`src/hw/rtl/wccm_pkg.sv`:
```
// Package for the weighted circular cosine mean block.
// Holds sizes, command codes, the state enum and the CORDIC arctangent table.
`default_nettype none
package wccm_pkg;
    localparam int COMPONENTS = 8;
    localparam int FEATURES = 8;
    localparam int SAMPLE_COUNT_BITS = 20;
    localparam int CELLS = COMPONENTS * FEATURES;
    localparam int CELL_BITS = $clog2(CELLS);
    localparam int COMP_BITS = $clog2(COMPONENTS);
    localparam int FEAT_BITS = $clog2(FEATURES);
    localparam int NUM_BITS = 32 + SAMPLE_COUNT_BITS;
    localparam int DEN_BITS = 16 + SAMPLE_COUNT_BITS;
    localparam int CORDIC_STEPS = 16;
    localparam int CORDIC_GAIN = 652032874;
    localparam int QBITS = 16;

    typedef enum logic [1:0] {
        CMD_LOAD = 2'd0,
        CMD_ACC = 2'd1,
        CMD_FINISH = 2'd2,
        CMD_NONE = 2'd3
    } cmd_t;

    typedef enum logic [2:0] {
        ST_IDLE,
        ST_CORDIC,
        ST_RMW,
        ST_FREAD,
        ST_DIV,
        ST_EMIT
    } state_t;

    function automatic logic [13:0] arc_value(input logic [3:0] i);
        logic [13:0] v;
        begin
            case (i)
                4'd0: v = 14'd8192;
                4'd1: v = 14'd4836;
                4'd2: v = 14'd2555;
                4'd3: v = 14'd1297;
                4'd4: v = 14'd651;
                4'd5: v = 14'd326;
                4'd6: v = 14'd163;
                4'd7: v = 14'd81;
                4'd8: v = 14'd41;
                4'd9: v = 14'd20;
                4'd10: v = 14'd10;
                4'd11: v = 14'd5;
                4'd12: v = 14'd3;
                4'd13: v = 14'd1;
                4'd14: v = 14'd1;
                default: v = 14'd0;
            endcase
            return v;
        end
    endfunction
endpackage
`default_nettype wire

```
`src/hw/rtl/wccm_cordic.sv`:
```
// Iterative CORDIC cosine of a binary angle difference, one step a cycle.
// Depends on wccm_pkg.
`default_nettype none
module wccm_cordic
    import wccm_pkg::*;
(
    input wire logic clk,
    input wire logic rst_n,
    input wire logic start,
    input wire logic [15:0] diff,
    output logic done,
    output logic signed [16:0] cosine
);
    logic signed [33:0] x_reg, x_next, y_reg, y_next;
    logic signed [16:0] z_reg, z_next;
    logic [3:0] step_reg, step_next;
    logic busy_reg, busy_next;
    logic neg_reg, neg_next;
    logic [15:0] mag;
    logic signed [33:0] c;

    always_comb
    begin
        mag = diff[15] ? 16'(17'h10000 - {1'b0, diff}) : diff;
        x_next = x_reg;
        y_next = y_reg;
        z_next = z_reg;
        step_next = step_reg;
        busy_next = busy_reg;
        neg_next = neg_reg;
        if (start)
        begin
            neg_next = mag > 16'd16384;
            z_next = neg_next ? 17'(17'd32768 - {1'b0, mag}) : 17'({1'b0, mag});
            x_next = 34'(CORDIC_GAIN);
            y_next = '0;
            step_next = '0;
            busy_next = 1'b1;
        end
        else if (busy_reg)
        begin
            if (!z_reg[16])
            begin
                x_next = x_reg - (y_reg >>> step_reg);
                y_next = y_reg + (x_reg >>> step_reg);
                z_next = z_reg - 17'(arc_value(step_reg));
            end
            else
            begin
                x_next = x_reg + (y_reg >>> step_reg);
                y_next = y_reg - (x_reg >>> step_reg);
                z_next = z_reg + 17'(arc_value(step_reg));
            end
            step_next = step_reg + 4'd1;
            if (step_reg == 4'(CORDIC_STEPS - 1))
            begin
                busy_next = 1'b0;
            end
        end
    end

    always_ff @(posedge clk or negedge rst_n)
    begin
        if (!rst_n)
        begin
            busy_reg <= 1'b0;
            step_reg <= '0;
        end
        else
        begin
            busy_reg <= busy_next;
            step_reg <= step_next;
        end
    end

    always_ff @(posedge clk)
    begin
        x_reg <= x_next;
        y_reg <= y_next;
        z_reg <= z_next;
        neg_reg <= neg_next;
    end

    always_comb
    begin
        c = (x_reg + 34'sd16384) >>> 15;
        if (c > 34'sd32767)
        begin
            c = 34'sd32767;
        end
        else if (c < -34'sd32767)
        begin
            c = -34'sd32767;
        end
        cosine = neg_reg ? -17'(c) : 17'(c);
        done = !busy_reg && !start;
    end
endmodule
`default_nettype wire

```
`config.mk`:
```
export PLATFORM = sky130hd
export DESIGN_NAME = wccm_cordic
export DESIGN_NICKNAME = d
export VERILOG_FILES = /design/src/hw/rtl/wccm_pkg.sv /design/src/hw/rtl/wccm_cordic.sv
export SDC_FILE = /design/constraint.sdc
export NUM_CORES = 1
export LEC_CHECK = 0
export ABC_AREA = 1
export BUFFER_PORTS_ARGS = -buffer_cell sky130_fd_sc_hd__buf_2
export CORE_AREA = 5 5 138 238
export CTS_CLUSTER_SIZE = 8
export DETAILED_ROUTE_END_ITERATION = 8
export DIE_AREA = 0 0 143 243
export GPL_TIMING_DRIVEN = 0
export PLACE_DENSITY = 0.7
export RECOVER_POWER = 50
export SYNTH_ARGS = -nofsm -noshare
export SYNTH_HDL_FRONTEND = slang
export SYNTH_SLANG_ARGS = --single-unit
```
`constraint.sdc`:
```
create_clock -name clk -period 9 [get_ports clk]
set_input_delay 0.9 -clock clk [delete_from_list [all_inputs] [get_ports clk]]
set_output_delay 0.9 -clock clk [all_outputs]
set_load 0.01 [all_outputs]
```
==> insert_results.sql <==
INSERT INTO impl_metrics (metric_group, metric, value, unit) VALUES
('critical_path', 'worst-r2r-setup-slack', '2.10', 'ns'),
('global_routing', 'globalRoute.totalOverflow', '0', ''),
('cts', 'cts_num_sinks', '91', ''),
('final_layout', 'layout_cells_sized_above_1', '5.30', '%'),
('place', 'dp_hpwl', '57.2', 'mm'),
('critical_path', 'worst_setup_path_startpoint', 'step_reg[0]$_DFFE_PN0N_', ''),
('place', 'place.gp.congestion', '1.07', ''),
('final_layout', 'post_layout_nonfiller_instances', '3125', ''),
('timing', 'finalHoldViolCount', '0', ''),
('detailed_routing', 'wl', '69.7', 'mm'),
('timing', 'final-max-slew-violation-count', '27', ''),
('detailed_routing', 'drt-vias-per-instance', '5.95', ''),
('run_status', 'failed_checks', 'capacitance limit, slew limit', ''),
('synth', 'netlist_area', '15100', 'um2'),
('synth', 'synthCells', '2682', ''),
('timing', 'max_slew.worst_pin.slew', '1.79', 'ns'),
('detailed_routing', 'number_of_nets_still_failing_antenna_checks_after_routing', '0', ''),
('timing', 'grt_setup_unrepaired', 'no', ''),
('detailed_routing', 'routed-via-count', '18600', ''),
('global_routing', 'grt_pass1_wl', '102', 'mm'),
('pwr', 'net_switching_component_of_the_power', '4.40', 'mW'),
('floorplanning', 'rows', '85', ''),
('global_routing', 'vias_in_the_first_global_route', '18200', ''),
('synth', 'synth.yosys.seq_area_share', '13.4', '%'),
('pwr', 'power_total', '7.31', 'mW'),
('cts', 'cts_buffers', '9', ''),
('pwr', 'internal_power', '2.92', 'mW'),
('detailed_routing', 'post_drt_wl_per_cell', '22.3', 'um'),
('pwr', 'peakVddDrop', '0.000337', 'V'),
('critical_path', 'critPathCaptureType', 'register', ''),
('synth', 'ys_warn_count', '0', ''),
('pwr', 'power.share.combinational', '81.9', '%'),
('pwr', 'seq_power_share', '11.7', '%'),
('cts', 'worstSkewPairLatency', '0.39', 'ns'),
('synth', 'post-synth-top-area-cell', 'sky130_fd_sc_hd__nand2_1', ''),
('cts', 'cts_hold_buffers', '0', ''),
('timing', 'finalSetupViolations', '0', ''),
('final_layout', 'area_growth', '6.36', '%'),
('critical_path', 'critical_path.max_fanout', '11', ''),
('job', 'drv.max_cap_violation_count', '1', ''),
('final_layout', 'num-nets-final', '2845', ''),
('critical_path', 'worst-r2r-cell-count', '31', ''),
('floorplanning', 'ioPinCount', '37', ''),
('detailed_routing', 'drc', '0', ''),
('cts', 'tritoncts', 'yes', ''),
('timing', 'final.period_utilization', '76.7', '%'),
('final_layout', 'sequential_cell_area', '2030', 'um2'),
('floorplanning', 'chipWidth', '143', 'um'),
('critical_path', 'cp_slowest_cell', 'sky130_fd_sc_hd__clkbuf_1', ''),
('run_status', 'run_status', 'complete, but fails checks', ''),
('pwr', 'p_per_area', '456', 'nW/um2'),
('floorplanning', 'die_area', '34700', 'um2'),
('floorplanning', 'initial_utilization', '49.1', '%'),
('floorplanning', 'core_area', '30700', 'um2'),
('pwr', 'clock_power_share', '6.4', '%'),
('place', 'numPortBuffers', '36', ''),
('place', 'place_inst', '3109', ''),
('cts', 'clockRootBuffer', 'sky130_fd_sc_hd__clkbuf_16', ''),
('pwr', 'leakage', '8.28', 'nW'),
('global_routing', 'maximum_number_of_pins_on_one_net_before_global_route_repair', '27', ''),
('synth', 'synth_flop_cell', 'sky130_fd_sc_hd__dfxtp_1', ''),
('timing', 'slew_headroom', '-19.6', '%'),
('timing', 'finClkSkew', '0.0149', 'ns'),
('critical_path', 'timing.rr.start', 'step_reg[0]$_DFFE_PN0N_', ''),
('cts', 'htree_levels', '3', ''),
('detailed_routing', 'detailedRoute.firstIterationViolations', '1308', ''),
('critical_path', 'crit_required', '9.29', 'ns'),
('global_routing', 'grt_antenna_before_repair', '0', ''),
('synth', 'syn_nets', '2798', ''),
('final_layout', 'nFillCells', '3381', ''),
('synth', 'synth-edff-count', '18', '');
[area by class of cell]
cell class | count | area share (%)
Multi-Input combinational cell | 2145 | 70.0
Sequential cell | 91 | 12.6
Inverter | 345 | 8.07
Buffer | 101 | 3.08
Tap cell | 391 | 3.05
Clock buffer | 12 | 1.67
Timing Repair Buffer | 36 | 1.06
Clock inverter | 4 | 0.499
[logic make-up (layout without fill, tap and decap cells)]
| kind of cell | count (synthesis) | in the layout | synth area share, % |
|---|---|---|---|
| adders and majority gates | 97 | 97 | 8.19 |
| and+or+nand+nor | 1464 | 1464 | 41.8 |
| muxes | 1 | 1 | 0.0663 |
| xor gates and xnor gates | 130 | 130 | 7.54 |
| buffers and inverters | 446 | 498 | 12.0 |
| AOI/OAI and AO/OA | 453 | 453 | 17.0 |
| DFF | 91 | 91 | 13.4 |
[metal layers]
layer | share of wire [%] | wire (um) | vias to the layer above | global-route usage, %
met4 | 11 | 7450 | 0 | 34.0
met3 | 5.5 | 3830 | 312 | 5.10
li1 | - | - | 8949 | -
met1 | 34 | 23800 | 8575 | 38.2
met2 | 50 | 34600 | 771 | 69.5
met5 | 0 | 0 | - | 0
[power by group through the flow]
| stage | sequential, mW | combinational [mW] | clock (mW) |
|---|---|---|---|
| 2_1_floorplan | 0.744 | 4.41 | 0 |
| 3_3_place_gp | 0.845 | 5.72 | 0 |
| 3_5_place_dp | 0.853 | 5.82 | 0 |
| 4_1_cts | 0.844 | 5.86 | 0.470 |
| 5_1_grt | 0.864 | 6.63 | 0.484 |
| 6_report | 0.859 | 5.99 | 0.468 |
[critical path: cells and delay by family, from the launching register on]
kind	cells	cell delay, ns
adders and majority gates	2	0.59
and+or+nand+nor	18	2.87
DFF	1	0.57
AOI/OAI and AO/OA	4	0.66
buffers and inverters	7	2.10
[Yosys cell counts (9+ instances only)]
cell,number
sky130_fd_sc_hd__nor3_1,32
sky130_fd_sc_hd__xnor2_1,32
sky130_fd_sc_hd__o21ai_1,35
sky130_fd_sc_hd__clkbuf_1,31
sky130_fd_sc_hd__a21boi_0,9
sky130_fd_sc_hd__buf_4,13
sky130_fd_sc_hd__inv_1,334
sky130_fd_sc_hd__nor2_2,12
sky130_fd_sc_hd__nand2_2,13
sky130_fd_sc_hd__nand2_1,669
sky130_fd_sc_hd__dfxtp_1,68
sky130_fd_sc_hd__a31oi_1,24
sky130_fd_sc_hd__xor2_1,98
sky130_fd_sc_hd__buf_1,13
sky130_fd_sc_hd__nand3b_1,9
sky130_fd_sc_hd__nand3_1,381
sky130_fd_sc_hd__o21ai_0,130
sky130_fd_sc_hd__a21oi_1,163
sky130_fd_sc_hd__nand4_1,25
sky130_fd_sc_hd__ha_1,94
sky130_fd_sc_hd__o211ai_1,25
sky130_fd_sc_hd__buf_2,39
sky130_fd_sc_hd__edfxtp_1,18
sky130_fd_sc_hd__nor4_1,12
sky130_fd_sc_hd__nor2_1,291
sky130_fd_sc_hd__o21bai_1,16
[worst min-delay path by stage]
stage,startpoint,end,slack (ns),cells after the start
CTS,rst_n,step_reg[2]$_DFFE_PN0N_,0.31,1
global route,rst_n,busy_reg$_DFF_PN0_,0.39,1
finish,rst_n,step_reg[1]$_DFFE_PN0N_,0.35,1
floorplan,x_reg[6]$_SDFFE_PP1P_,x_reg[6]$_SDFFE_PP1P_,0.46,2
global placement,x_reg[0]$_SDFFE_PP0P_,x_reg[0]$_SDFFE_PP0P_,0.49,2
detailed placement,x_reg[0]$_SDFFE_PP0P_,x_reg[0]$_SDFFE_PP0P_,0.50,2
[placed cells by master (no fill, tap or decap), drive strengths merged, types with 2 or more instances in the layout]
| master | Yosys | routed |
|---|---|---|
| a21o | 8 | 8 |
| a31oi | 24 | 24 |
| edfxtp | 18 | 18 |
| nand4 | 25 | 25 |
| xnor2 | 32 | 32 |
| dfrtp | 5 | 5 |
| a21oi | 164 | 164 |
| a211oi | 2 | 2 |
| o21a | 7 | 7 |
| buf | 70 | 93 |
| fa | 3 | 3 |
| xor2 | 98 | 98 |
| or2 | 5 | 5 |
| nor2 | 306 | 306 |
| a21boi | 9 | 9 |
| dfxtp | 68 | 68 |
| nand3b | 9 | 9 |
| a221oi | 3 | 3 |
| nor4 | 12 | 12 |
| nand3 | 385 | 385 |
| nor3 | 35 | 35 |
| o22ai | 8 | 8 |
| clkinv | 3 | 4 |
| bufinv | 0 | 2 |
| o31ai | 7 | 7 |
| o21ai | 169 | 169 |
| o211ai | 25 | 25 |
| o32ai | 2 | 2 |
| nand2 | 684 | 684 |
| o221ai | 4 | 4 |
| o21bai | 16 | 16 |
| inv | 342 | 343 |
| ha | 94 | 94 |
| clkbuf | 31 | 56 |
| and2 | 2 | 2 |
[metrics by stage]
step                worst slack [ns]  area, um2  hold WS [ns]
detailed placement              2.93      15800         0.498
floorplan                       4.95      15100         0.457
global route                    2.05      16100         0.388
global placement                2.91      15800         0.488
CTS                             2.88      16100         0.314
finish                          2.10      16100         0.346
No activity file was read; power rests on OpenSTA's default activity.
