===== src/hw/rtl/wccm_pkg.sv =====
// Package for the weighted circular cosine mean block.
// Holds sizes, command codes, the state enum and the CORDIC arctangent table.
`default_nettype none
package wccm_pkg;
    localparam int COMPONENTS = 8;
    localparam int FEATURES = 8;
    localparam int SAMPLE_COUNT_BITS = 20;
    localparam int CELLS = COMPONENTS * FEATURES;
    localparam int CELL_BITS = $clog2(CELLS);
    localparam int COMP_BITS = $clog2(COMPONENTS);
    localparam int FEAT_BITS = $clog2(FEATURES);
    localparam int NUM_BITS = 32 + SAMPLE_COUNT_BITS;
    localparam int DEN_BITS = 16 + SAMPLE_COUNT_BITS;
    localparam int CORDIC_STEPS = 16;
    localparam int CORDIC_GAIN = 652032874;
    localparam int QBITS = 16;

    typedef enum logic [1:0] {
        CMD_LOAD = 2'd0,
        CMD_ACC = 2'd1,
        CMD_FINISH = 2'd2,
        CMD_NONE = 2'd3
    } cmd_t;

    typedef enum logic [2:0] {
        ST_IDLE,
        ST_CORDIC,
        ST_RMW,
        ST_FREAD,
        ST_DIV,
        ST_EMIT
    } state_t;

    function automatic logic [13:0] arc_value(input logic [3:0] i);
        logic [13:0] v;
        begin
            case (i)
                4'd0: v = 14'd8192;
                4'd1: v = 14'd4836;
                4'd2: v = 14'd2555;
                4'd3: v = 14'd1297;
                4'd4: v = 14'd651;
                4'd5: v = 14'd326;
                4'd6: v = 14'd163;
                4'd7: v = 14'd81;
                4'd8: v = 14'd41;
                4'd9: v = 14'd20;
                4'd10: v = 14'd10;
                4'd11: v = 14'd5;
                4'd12: v = 14'd3;
                4'd13: v = 14'd1;
                4'd14: v = 14'd1;
                default: v = 14'd0;
            endcase
            return v;
        end
    endfunction
endpackage
`default_nettype wire


===== src/hw/rtl/wccm_div.sv =====
// Restoring divider: rounded numerator magnitude over denominator, one bit a cycle.
// Depends on wccm_pkg.
`default_nettype none
module wccm_div
    import wccm_pkg::*;
(
    input wire logic clk,
    input wire logic rst_n,
    input wire logic start,
    input wire logic [NUM_BITS-1:0] dividend,
    input wire logic [DEN_BITS-1:0] divisor,
    output logic busy,
    output logic [NUM_BITS:0] quotient
);
    localparam int CNT_BITS = $clog2(NUM_BITS + 2);
    logic [NUM_BITS:0] q_reg, q_next;
    logic [DEN_BITS:0] r_reg, r_next;
    logic [DEN_BITS-1:0] d_reg, d_next;
    logic [CNT_BITS-1:0] cnt_reg, cnt_next;
    logic busy_reg, busy_next;
    logic [DEN_BITS+1:0] trial;

    always_comb
    begin
        q_next = q_reg;
        r_next = r_reg;
        d_next = d_reg;
        cnt_next = cnt_reg;
        busy_next = busy_reg;
        trial = '0;
        if (start)
        begin
            // Dividend is mag + den/2; it fits in NUM_BITS+1 bits.
            q_next = {1'b0, dividend} + (NUM_BITS + 1)'(divisor >> 1);
            r_next = '0;
            d_next = divisor;
            cnt_next = CNT_BITS'(NUM_BITS + 1);
            busy_next = 1'b1;
        end
        else if (busy_reg)
        begin
            trial = {r_reg, q_reg[NUM_BITS]} - {2'b00, d_reg};
            if (!trial[DEN_BITS+1])
            begin
                r_next = trial[DEN_BITS:0];
                q_next = {q_reg[NUM_BITS-1:0], 1'b1};
            end
            else
            begin
                r_next = {r_reg[DEN_BITS-1:0], q_reg[NUM_BITS]};
                q_next = {q_reg[NUM_BITS-1:0], 1'b0};
            end
            cnt_next = cnt_reg - 1'b1;
            if (cnt_reg == CNT_BITS'(1))
            begin
                busy_next = 1'b0;
            end
        end
    end

    always_ff @(posedge clk or negedge rst_n)
    begin
        if (!rst_n)
        begin
            busy_reg <= 1'b0;
            cnt_reg <= '0;
        end
        else
        begin
            busy_reg <= busy_next;
            cnt_reg <= cnt_next;
        end
    end

    always_ff @(posedge clk)
    begin
        q_reg <= q_next;
        r_reg <= r_next;
        d_reg <= d_next;
    end

    assign busy = busy_reg;
    assign quotient = q_reg;
endmodule
`default_nettype wire


===== config.mk =====
export PLATFORM = sky130hd
export DESIGN_NAME = wccm_div
export DESIGN_NICKNAME = d
export VERILOG_FILES = /design/src/hw/rtl/wccm_pkg.sv /design/src/hw/rtl/wccm_div.sv
export SDC_FILE = /design/constraint.sdc
export NUM_CORES = 1
export LEC_CHECK = 0
export ABC_AREA = 1
export BUFFER_PORTS_ARGS = -buffer_cell sky130_fd_sc_hd__buf_2
export CAP_MARGIN = 10
export CORE_ASPECT_RATIO = 1.4
export CORE_UTILIZATION = 55
export CTS_CLUSTER_DIAMETER = 50
export DETAILED_ROUTE_END_ITERATION = 12
export PLACE_DENSITY_LB_ADDON = 0.05
export SYNTH_ARGS = -nofsm -noshare
export SYNTH_HDL_FRONTEND = slang
export SYNTH_SLANG_ARGS = --single-unit

===== constraint.sdc =====
create_clock -name clk -period 2.45 [get_ports clk]
set_clock_uncertainty 0.1 [all_clocks]
set_input_delay 0.245 -clock clk [delete_from_list [all_inputs] [get_ports clk]]
set_output_delay 0.245 -clock clk [all_outputs]
set_load 0.01 [all_outputs]

==> flow_summary.ini, run 1 <==
[status]
status = complete, but fails checks
violations = setup timing

[timing]
slew_headroom = 0.5993
fin_ws_ns = -0.09262
rsz0062_at_grt = true
tightestPinTransition_ns = 0.5947
post-route-period-util = 1.038
fin_setup_tns_ns = -1.326
setup_viol = 34
fin_hold_ws_ns = 0.01691
post-route-min-period_ns = 2.543
timing.fmax_mhz = 393.3
hold_violations = 0
slew_violations = 0

[route]
detail_route.iter0.violations = 1399
wl_per_cell_um = 19.74
via_count = 13580
drt_pre_antenna_iters = 6
via_per_inst = 5.738
totalWireLength_um = 46730
ant_nets = 0
drc = 0

[power_and_ir_drop]
ir_worst_vdd_v = 0.0005180
power_density_nw_per_um2 = 499.2
power_frac_seq = 0.364
internal_power_mw = 5.089
finalPower_mw = 7.557
p_leak_nw = 7.969
combPwrFrac = 0.264
netSwitchingFraction = 0.3266
p_clk_frac = 0.372
power.switching_mw = 2.469

[setup_path]
crit_buf_inv = 3
cp.required_ns = 2.69
crit_chain = inv_2, ha_4, nand2_1, nand2_1, inv_1, nand2_2, nand2_2, nand2_1, nand2_1, nand3_2, nand2_4, nand3_4, nand2_8, clkbuf_16, nand2_1, nand3_1, nand2_1
crit_path_end_kind = flop
critPathMaxFanout = 8
slowest_stage = edfxtp_1
path_common_cell = nand2_1
path_class = reg -> reg
crit_family = simple AND/OR/NAND/NOR gates
startpoint_type = flop
cpPeakStageDelay_ns = 0.38
arrival_ns = 2.78

[yosys]
yosysTopAreaCellShare = 0.2362
syn_area_um2 = 11320
synth_area_leaders = edfxtp_1 (24%), nand2_1 (21%), inv_1 (9.5%), ha_1 (8.1%), dfxtp_1 (6.5%)
synth_nets = 1936
yosys.area.top_type = edfxtp_1
synth_compound_area_frac = 0.08723
ys_ff_latch = 133
synth-simple-area-share = 0.3704
synth_top_family_by_area = simple AND/OR/NAND/NOR gates
synthMuxAreaShare = 0
synthDistinctLibCells = 39
synth_flop_cell = edfxtp_1
synthCells = 1770
yosys-top-cells-count = nand2_1 (638), inv_1 (287), nor2_1 (169)
yosysMostFrequentCell = nand2_1
seq_area_frac_synth = 0.3171
synth_xor_area_frac = 0.03250
yosys.area_share.adder = 0.08425
ys_async_sr_fraction = 0.05263
synth_edf_count = 89
ys_warn_count = 0
avgSynthCellArea_um2 = 6.394

[die]
start_util = 0.5659
chipHeight_um = 171.7
die_w_um = 123.2
core_um2 = 20000
ios = 145
dieArea_um2 = 21160
rows = 61

[placed_design]
gp_congestion = 1.052
dp_hpwl_um = 32490
preCtsSetupSlack_ns = -0.2360
port_buffers = 144
dpl_cell_area_um2 = 13400

[grt]
grt_usage = 0.4101
grt_max_degree = 55
grt.overflow.total = 0
grt_pass1_wl_um = 64620
antenna_found_initial = 0
grt_pass1_vias = 12870

[clock_tree]
path_clk_slew_ns = 0.07
clock-sinks = 133
cts_buffers = 17
cts_buffer_depth = 2
cts_root_buf = clkbuf_16
htreeDepth = 4
insertion_delay_ns = 0.44
cts_tree = done

[finish]
finalInstanceArea_um2 = 15140
nets = 2268
diodes = 0
synthToLayoutAreaGrowth_pct = 33.78
largest_reg_flops = 53
drive_above_1_share = 0.2222

[job]
drv_cap = 0

[worst_hold_path]
min_path_type = in -> reg
[routing by layer]
layer,GRT usage,wire [µm],vias up,part of all wire
met5,0,0,-,0
met4,0.2996,3982,0,0.085
met3,0.07725,3974,298,0.085
met2,0.7214,22710,811,0.49
met1,0.4304,16070,6171,0.34
li1,-,-,6301,-
[placed cells by master (no fill, tap or decap), types with 12 or more instances in the layout]
cell type,n
clkbuf_16,22
nand3_1,134
o21ai_0,68
buf_2,144
ha_4,23
inv_1,277
o21bai_1,12
edfxtp_1,89
nand2_1,606
xnor2_1,32
nand4_1,22
dlygate4sd3_1,28
nor2_1,158
a21oi_1,69
nand2_2,41
ha_1,48
buf_4,155
dfxtp_1,36
nor3_1,20
[power by group through the flow]
stage / Combinational [mW] / Sequential [mW] / Clock, mW
3_3_place_gp: 1.75 / 2.78 / 0
2_1_floorplan: 0.857 / 2.83 / 0
4_1_cts: 1.82 / 2.74 / 2.80
3_5_place_dp: 1.77 / 2.78 / 0
5_1_grt: 2.14 / 2.76 / 2.89
6_report: 2.00 / 2.75 / 2.81
[what timing repair did]
item / 4_1_cts / 5_1_grt
resized for setup: 6 / 116
pin swaps: 0 / 26
buffers inserted: 0 / 12
gates cloned: 0 / 7
hold endpoints to repair: 34 / 0
endpoints found under the setup margin: 6 / 42
hold buffers: 28 / 0
[path summary, 6_finish.rpt]
check,start,endpoint,slack (ns),cells past startpoint
max in group asynchronous,rst_n,busy,2.01,2
max reg2reg,d_reg[8],r_reg[2],-0.09,17
min,divisor[27],d_reg[27],0.02,2
min reg2reg,r_reg[22],r_reg[22],0.38,2
min in group asynchronous,rst_n,cnt_reg[3],0.08,2
max,d_reg[8],r_reg[2],-0.09,17
[stage by stage]
step,std cells,utilization
2_1_floorplan,1770,-
3_3_place_gp,2288,0.6703
3_5_place_dp,2288,0.6703
4_1_cts,2348,0.7162
5_1_grt,2367,0.7571
6_report,2367,0.7571
[worst reg2reg max path, cell delays in order, from the launching register on]
cell and delay [ns]:
edfxtp_1 0.38, inv_2 0.08, ha_4 0.22, nand2_1 0.06
nand2_1 0.10, inv_1 0.09, nand2_2 0.08, nand2_2 0.14
nand2_1 0.08, nand2_1 0.08, nand3_2 0.12, nand2_4 0.13
nand3_4 0.15, nand2_8 0.18, clkbuf_16 0.21, nand2_1 0.08
nand3_1 0.11, nand2_1 0.06
[cells by family after synthesis]
family          after synthesis
compound gates              183
xor+xnor                     42
fa+ha+maj                    75
buf+inv                     315
flops                       133
simple gates               1022
[area by class of cell]
class                   count  area, µm²
multi-input cells        1322       7099
clock buffers              17      425.4
fillers                  1586       4857
clock inverters            15      193.9
inverters                 288       1084
well taps                 252      315.3
flip-flops and latches    133       3590
repair buffers            340       2432
Power figures use the tool's default switching activity.
==> run 2: changes to the inputs <==
--- a/config.mk
+++ b/config.mk
@@ -9,7 +9,7 @@
 export BUFFER_PORTS_ARGS = -buffer_cell sky130_fd_sc_hd__buf_2
 export CAP_MARGIN = 10
 export CORE_ASPECT_RATIO = 1.4
-export CORE_UTILIZATION = 55
+export CORE_UTILIZATION = 25
 export CTS_CLUSTER_DIAMETER = 50
 export DETAILED_ROUTE_END_ITERATION = 12
 export PLACE_DENSITY_LB_ADDON = 0.05
==> run 2 against run 1 <==
Compared with the run above: the run now ends clean; sequential share of layout area shrank 1.8 points; sequential power is essentially flat; combinational power grew 6%; first-iteration DRC count shrank 66%; non-clock buffer count grew 86; clock power shrank 2%; worst setup slack gained 0.15 ns; die area grew 120%; via count shrank 8.2%; final area grew 8.3%; highest routed layer unchanged.
==> flow_summary.ini, run 2 (same netlist as run 1, synthesis figures left out) <==
[grt]
antenna_found_initial = 1
grt.overflow.total = 0
grt_max_degree = 47
grt_usage = 0.2205
grt_pass1_wl_um = 75110
grt_pass1_vias = 13070

[clock_tree]
cts_root_buf = clkbuf_16
clock-sinks = 133
cts_buffer_depth = 2
cts_buffers = 17
insertion_delay_ns = 0.47
cts_tree = done
path_clk_slew_ns = 0.08
htreeDepth = 4

[setup_path]
rr_startpoint = d_reg[16]
crit_family = simple AND/OR/NAND/NOR gates
critPathMaxFanout = 8
crit_buf_inv = 3
crit_path_end_kind = flop
slowest_stage = edfxtp_1
worstSetupStartpoint = d_reg[16]
startpoint_type = flop
path_class = reg -> reg
crit_chain = inv_2, ha_4, nand2_2, nand2_1, inv_1, nand2_4, a21oi_4, nand3_4, nand2_4, nand3_4, nand2_8, clkbuf_16, o21ai_1
arrival_ns = 2.50
cp.required_ns = 2.55
cpPeakStageDelay_ns = 0.43

[placed_design]
port_buffers = 144
dp.cells = 2675
preCtsSetupSlack_ns = -0.2499
dpl_cell_area_um2 = 14420
gp_congestion = 0.9310
dp_hpwl_um = 40910

[power_and_ir_drop]
finalPower_mw = 7.628
ir_worst_vdd_v = 0.0005403
netSwitchingFraction = 0.3351
p_clk_frac = 0.362
p_leak_nw = 8.433
combPwrFrac = 0.278
internal_power_mw = 5.071
power_density_nw_per_um2 = 465.2
power.switching_mw = 2.556
power_frac_seq = 0.360

[timing]
timing.fmax_mhz = 417.1
tightestPinTransition_ns = 0.5534
fin_ws_ns = 0.05239
slew_violations = 0
fin_hold_ws_ns = 0.04703
slew_headroom = 0.6310
post-route-min-period_ns = 2.398
setup_viol = 0
post-route-period-util = 0.9786
hold_violations = 0
rsz0062_at_grt = true

[die]
dieArea_um2 = 46140
rows = 91
core_um2 = 44410
die_w_um = 181.8
chipHeight_um = 253.7
ios = 145
start_util = 0.2549

[finish]
final_cell_mix = nand2_1 (594), inv_1 (273), buf_4 (229)
nets = 2354
largest_reg_flops = 53
finalInstanceArea_um2 = 16400
layout_commonest_cell = nand2_1
fin_cells = 2760
synthToLayoutAreaGrowth_pct = 44.89
fill_cells = 4882
drive_above_1_share = 0.2608

[status]
status = finished, final reports clean

[route]
detail_route.iter0.violations = 470
drc = 0
totalWireLength_um = 50810
via_per_inst = 4.517
via_count = 12470
ant_nets = 0
drt_pre_antenna_iters = 6
wl_per_cell_um = 18.41

[worst_hold_path]
min_path_type = in -> async

[job]
drv_cap = 0
-- run 2: cell count changes in the layout (fill, tap and decap cells not counted), sizes merged, moves of 2 or more --
cell and change:
buf +76, clkbuf +2, clkinv -3, dlygate4sd3 +8
clkinvlp +3
-- run 2: stage by stage --
stage               setup TNS, ns    util
floorplan                       0       -
global placement           -4.131  0.3248
detailed placement         -4.499  0.3248
CTS                      -0.01270  0.3494
global route               -1.213  0.3693
finish                          0  0.3693
-- run 2: path summary, 6_finish.rpt --
path | end | slack (ns) | depth (start not counted)
max in group asynchronous | cnt_reg[4] | 2.04 | 2
setup / recovery | quotient[0] | 0.05 | 13
setup reg to reg | quotient[0] | 0.05 | 13
min in group clk | d_reg[35] | 0.07 | 2
hold / removal | busy | 0.05 | 2
hold reg to reg | r_reg[27] | 0.38 | 2
-- run 2: power groups by stage --
| stage | combinational (mW) | clock (mW) | sequential [mW] |
|---|---|---|---|
| finish | 2.12 | 2.76 | 2.74 |
| global route | 2.34 | 2.91 | 2.77 |
| CTS | 2.05 | 2.85 | 2.75 |
| detailed placement | 1.98 | 0 | 2.79 |
| global placement | 1.99 | 0 | 2.80 |
| floorplan | 0.857 | 0 | 2.83 |
-- run 2: routing by layer --
metal	GRT usage	vias to the layer above	wire length, µm	share of wire
met1	0.2300	5740	20030	0.39
met4	0.09782	0	1812	0.036
met5	0	-	0	0
li1	-	6469	-	-
met2	0.4392	188	28080	0.55
met3	0.02178	70	882	0.017
-- run 2: what timing repair did --
item	4_1_cts	5_1_grt
pin swaps	2	36
endpoints found under the setup margin	38	38
hold buffers	36	0
cloned	1	9
hold endpoints to repair	42	0
resized for setup	18	150
setup buffers	0	6
-- run 2: area by class of cell --
cell class                      instances  area, µm²  share of cell area
Multi-Input combinational cell       1322       7256              0.4425
Sequential cell                       133       3588              0.2188
Timing Repair Buffer                  426       3181              0.1940
Inverter                              288       1081             0.06593
Tap cell                              558      698.2             0.04258
Clock buffer                           17      425.4             0.02594
Clock inverter                         15      165.2             0.01007
Antenna cell                            1      2.502           0.0001526
==> run 3: changes to the inputs <==
--- a/config.mk
+++ b/config.mk
@@ -12,7 +12,7 @@
 export CORE_UTILIZATION = 25
 export CTS_CLUSTER_DIAMETER = 50
 export DETAILED_ROUTE_END_ITERATION = 12
-export PLACE_DENSITY_LB_ADDON = 0.05
+export PLACE_DENSITY = 0.44
 export SYNTH_ARGS = -nofsm -noshare
 export SYNTH_HDL_FRONTEND = slang
 export SYNTH_SLANG_ARGS = --single-unit
==> run 3 against run 2 <==
Compared with the run above: first-iteration DRC count grew 32%; final area is 2.8% lower; largest cell class unchanged; highest routed layer unchanged; critical path depth increased by 1; cell count decreased by 1.3%; fmax increased by 0.83%.
==> flow_summary.ini, run 3 (same netlist as run 1, synthesis figures left out) <==
[clock_tree]
cts_root_buf = clkbuf_16
cts_buffer_depth = 2
htreeDepth = 4
insertion_delay_ns = 0.45
clock-sinks = 133
path_clk_slew_ns = 0.07
cts_buffers = 17
cts_tree = done

[power_and_ir_drop]
internal_power_mw = 4.923
p_clk_frac = 0.354
ir_worst_vdd_v = 0.0005089
p_leak_nw = 8.222
netSwitchingFraction = 0.3358
power_density_nw_per_um2 = 465.2
combPwrFrac = 0.273
power.switching_mw = 2.489
finalPower_mw = 7.411
power_frac_seq = 0.373

[route]
via_per_inst = 4.559
detail_route.iter0.violations = 622
ant_nets = 0
wl_per_cell_um = 17.86
totalWireLength_um = 48680
drt_pre_antenna_iters = 5
via_count = 12420
drc = 0

[setup_path]
rr_startpoint = d_reg[16]
crit_family = simple AND/OR/NAND/NOR gates
crit_buf_inv = 4
cp.required_ns = 2.54
worstSetupStartpoint = d_reg[16]
path_class = reg -> reg
worst-path-stages = 14
reg2reg_depth = 14
critPathMaxFanout = 7
crit_chain = inv_2, ha_4, buf_4, nand2_2, nand2_2, inv_1, nand2_2, a21oi_4, nand3_4, nand2_4, nand3_4, nand2_8, buf_12, o21ai_1
path_common_cell = nand2_2
arrival_ns = 2.47
ff2ff_setup_slack_ns = 0.07
slowest_stage = edfxtp_1
startpoint_type = flop
crit_path_end_kind = flop
cpPeakStageDelay_ns = 0.38

[worst_hold_path]
min_path_type = in -> reg
whs_path_depth = 2
hp-start = divisor[16]

[timing]
tightestPinTransition_ns = 0.6528
slew_headroom = 0.5602
fin_setup_tns_ns = 0
rsz0062_at_grt = true
timing.fmax_mhz = 420.5
setup_viol = 0
post-route-period-util = 0.9706
slew_violations = 0
post-route-min-period_ns = 2.378
fin_hold_ws_ns = 0.03626
hold_violations = 0

[grt]
grt.overflow.total = 0
grt_usage = 0.2093
grt_pass1_wl_um = 72010
grt_pass1_vias = 12690
antenna_found_initial = 3
grt_max_degree = 39

[finish]
synthToLayoutAreaGrowth_pct = 40.76
layout_commonest_cell = nand2_1
final_cell_mix = nand2_1 (609), inv_1 (274), buf_4 (201)
seq_area_um2 = 3588
drive_above_1_share = 0.2425
multi_input_area_um2 = 7132
nets = 2318
fin_cells = 2725
largest_reg_flops = 53
fill_cells = 4858

[status]
status = finished, final reports clean

[die]
die_w_um = 181.8
core_um2 = 44410
start_util = 0.2549
dieArea_um2 = 46140
ios = 145
chipHeight_um = 253.7
rows = 91

[placed_design]
gp_congestion = 0.9258
dp.cells = 2648
dp_hpwl_um = 39090
port_buffers = 144

[job]
drv_cap = 0
run 3: cell types whose count changed in the layout (fill, tap and decap cells not counted), sizes merged:
cell | before | now
inv | 295 | 294
buf | 383 | 352
bufinv | 2 | 1
diode | 1 | 2
clkinv | 3 | 4
dlygate4sd3 | 36 | 32
run 3: what timing repair did:
action	in CTS	in global routing
gates resized for setup	14	126
endpoints found under the setup margin	37	40
hold buffers	32	0
gates cloned	1	7
pin swaps	1	29
hold endpoints to repair	38	0
setup buffers	0	3
run 3: routing by layer:
| layer | GRT usage | up-vias | wire length, µm | share of wire |
|---|---|---|---|---|
| met2 | 0.4141 | 223 | 26670 | 0.55 |
| met4 | 0.1053 | 0 | 2055 | 0.042 |
| met1 | 0.2149 | 5734 | 19000 | 0.39 |
| li1 | - | 6389 | - | - |
| met5 | 0 | - | 0 | 0 |
| met3 | 0.02264 | 77 | 953 | 0.020 |
run 3: final timing paths:
path,end
worst max-delay path,quotient[0]
worst min-delay path,d_reg[16]
worst max register to register,quotient[0]
worst min register to register,r_reg[26]
max in group asynchronous,cnt_reg[5]
min in group asynchronous,busy
run 3: per-stage QoR:
stage / setup slack [ns] / util / cell area [µm²]
final: 0.07209 / 0.3587 / 15930
after CTS: -0.002221 / 0.3419 / 15180
after global routing: -0.02860 / 0.3587 / 15930
after global placement: -0.4461 / 0.3194 / 14180
after detailed placement: -0.4722 / 0.3194 / 14180
after floorplan: 0.1506 / - / 11320
run 3: power by group through the flow:
stage / clock, mW / sequential [mW] / combinational [mW]
2_1_floorplan: 0 / 2.83 / 0.857
3_3_place_gp: 0 / 2.81 / 1.91
3_5_place_dp: 0 / 2.81 / 1.91
4_1_cts: 2.71 / 2.76 / 1.97
5_1_grt: 2.78 / 2.79 / 2.22
6_report: 2.62 / 2.76 / 2.03
run 3: cell type report:
class / instances / share of cell area
clock buffer: 18 / 0.02694
multi-input combinational: 1322 / 0.4477
sequential: 133 / 0.2253
tap: 558 / 0.04383
clock inverter: 14 / 0.008954
timing repair buffer: 390 / 0.1792
antenna: 2 / 0.0003142
inverter: 288 / 0.06786
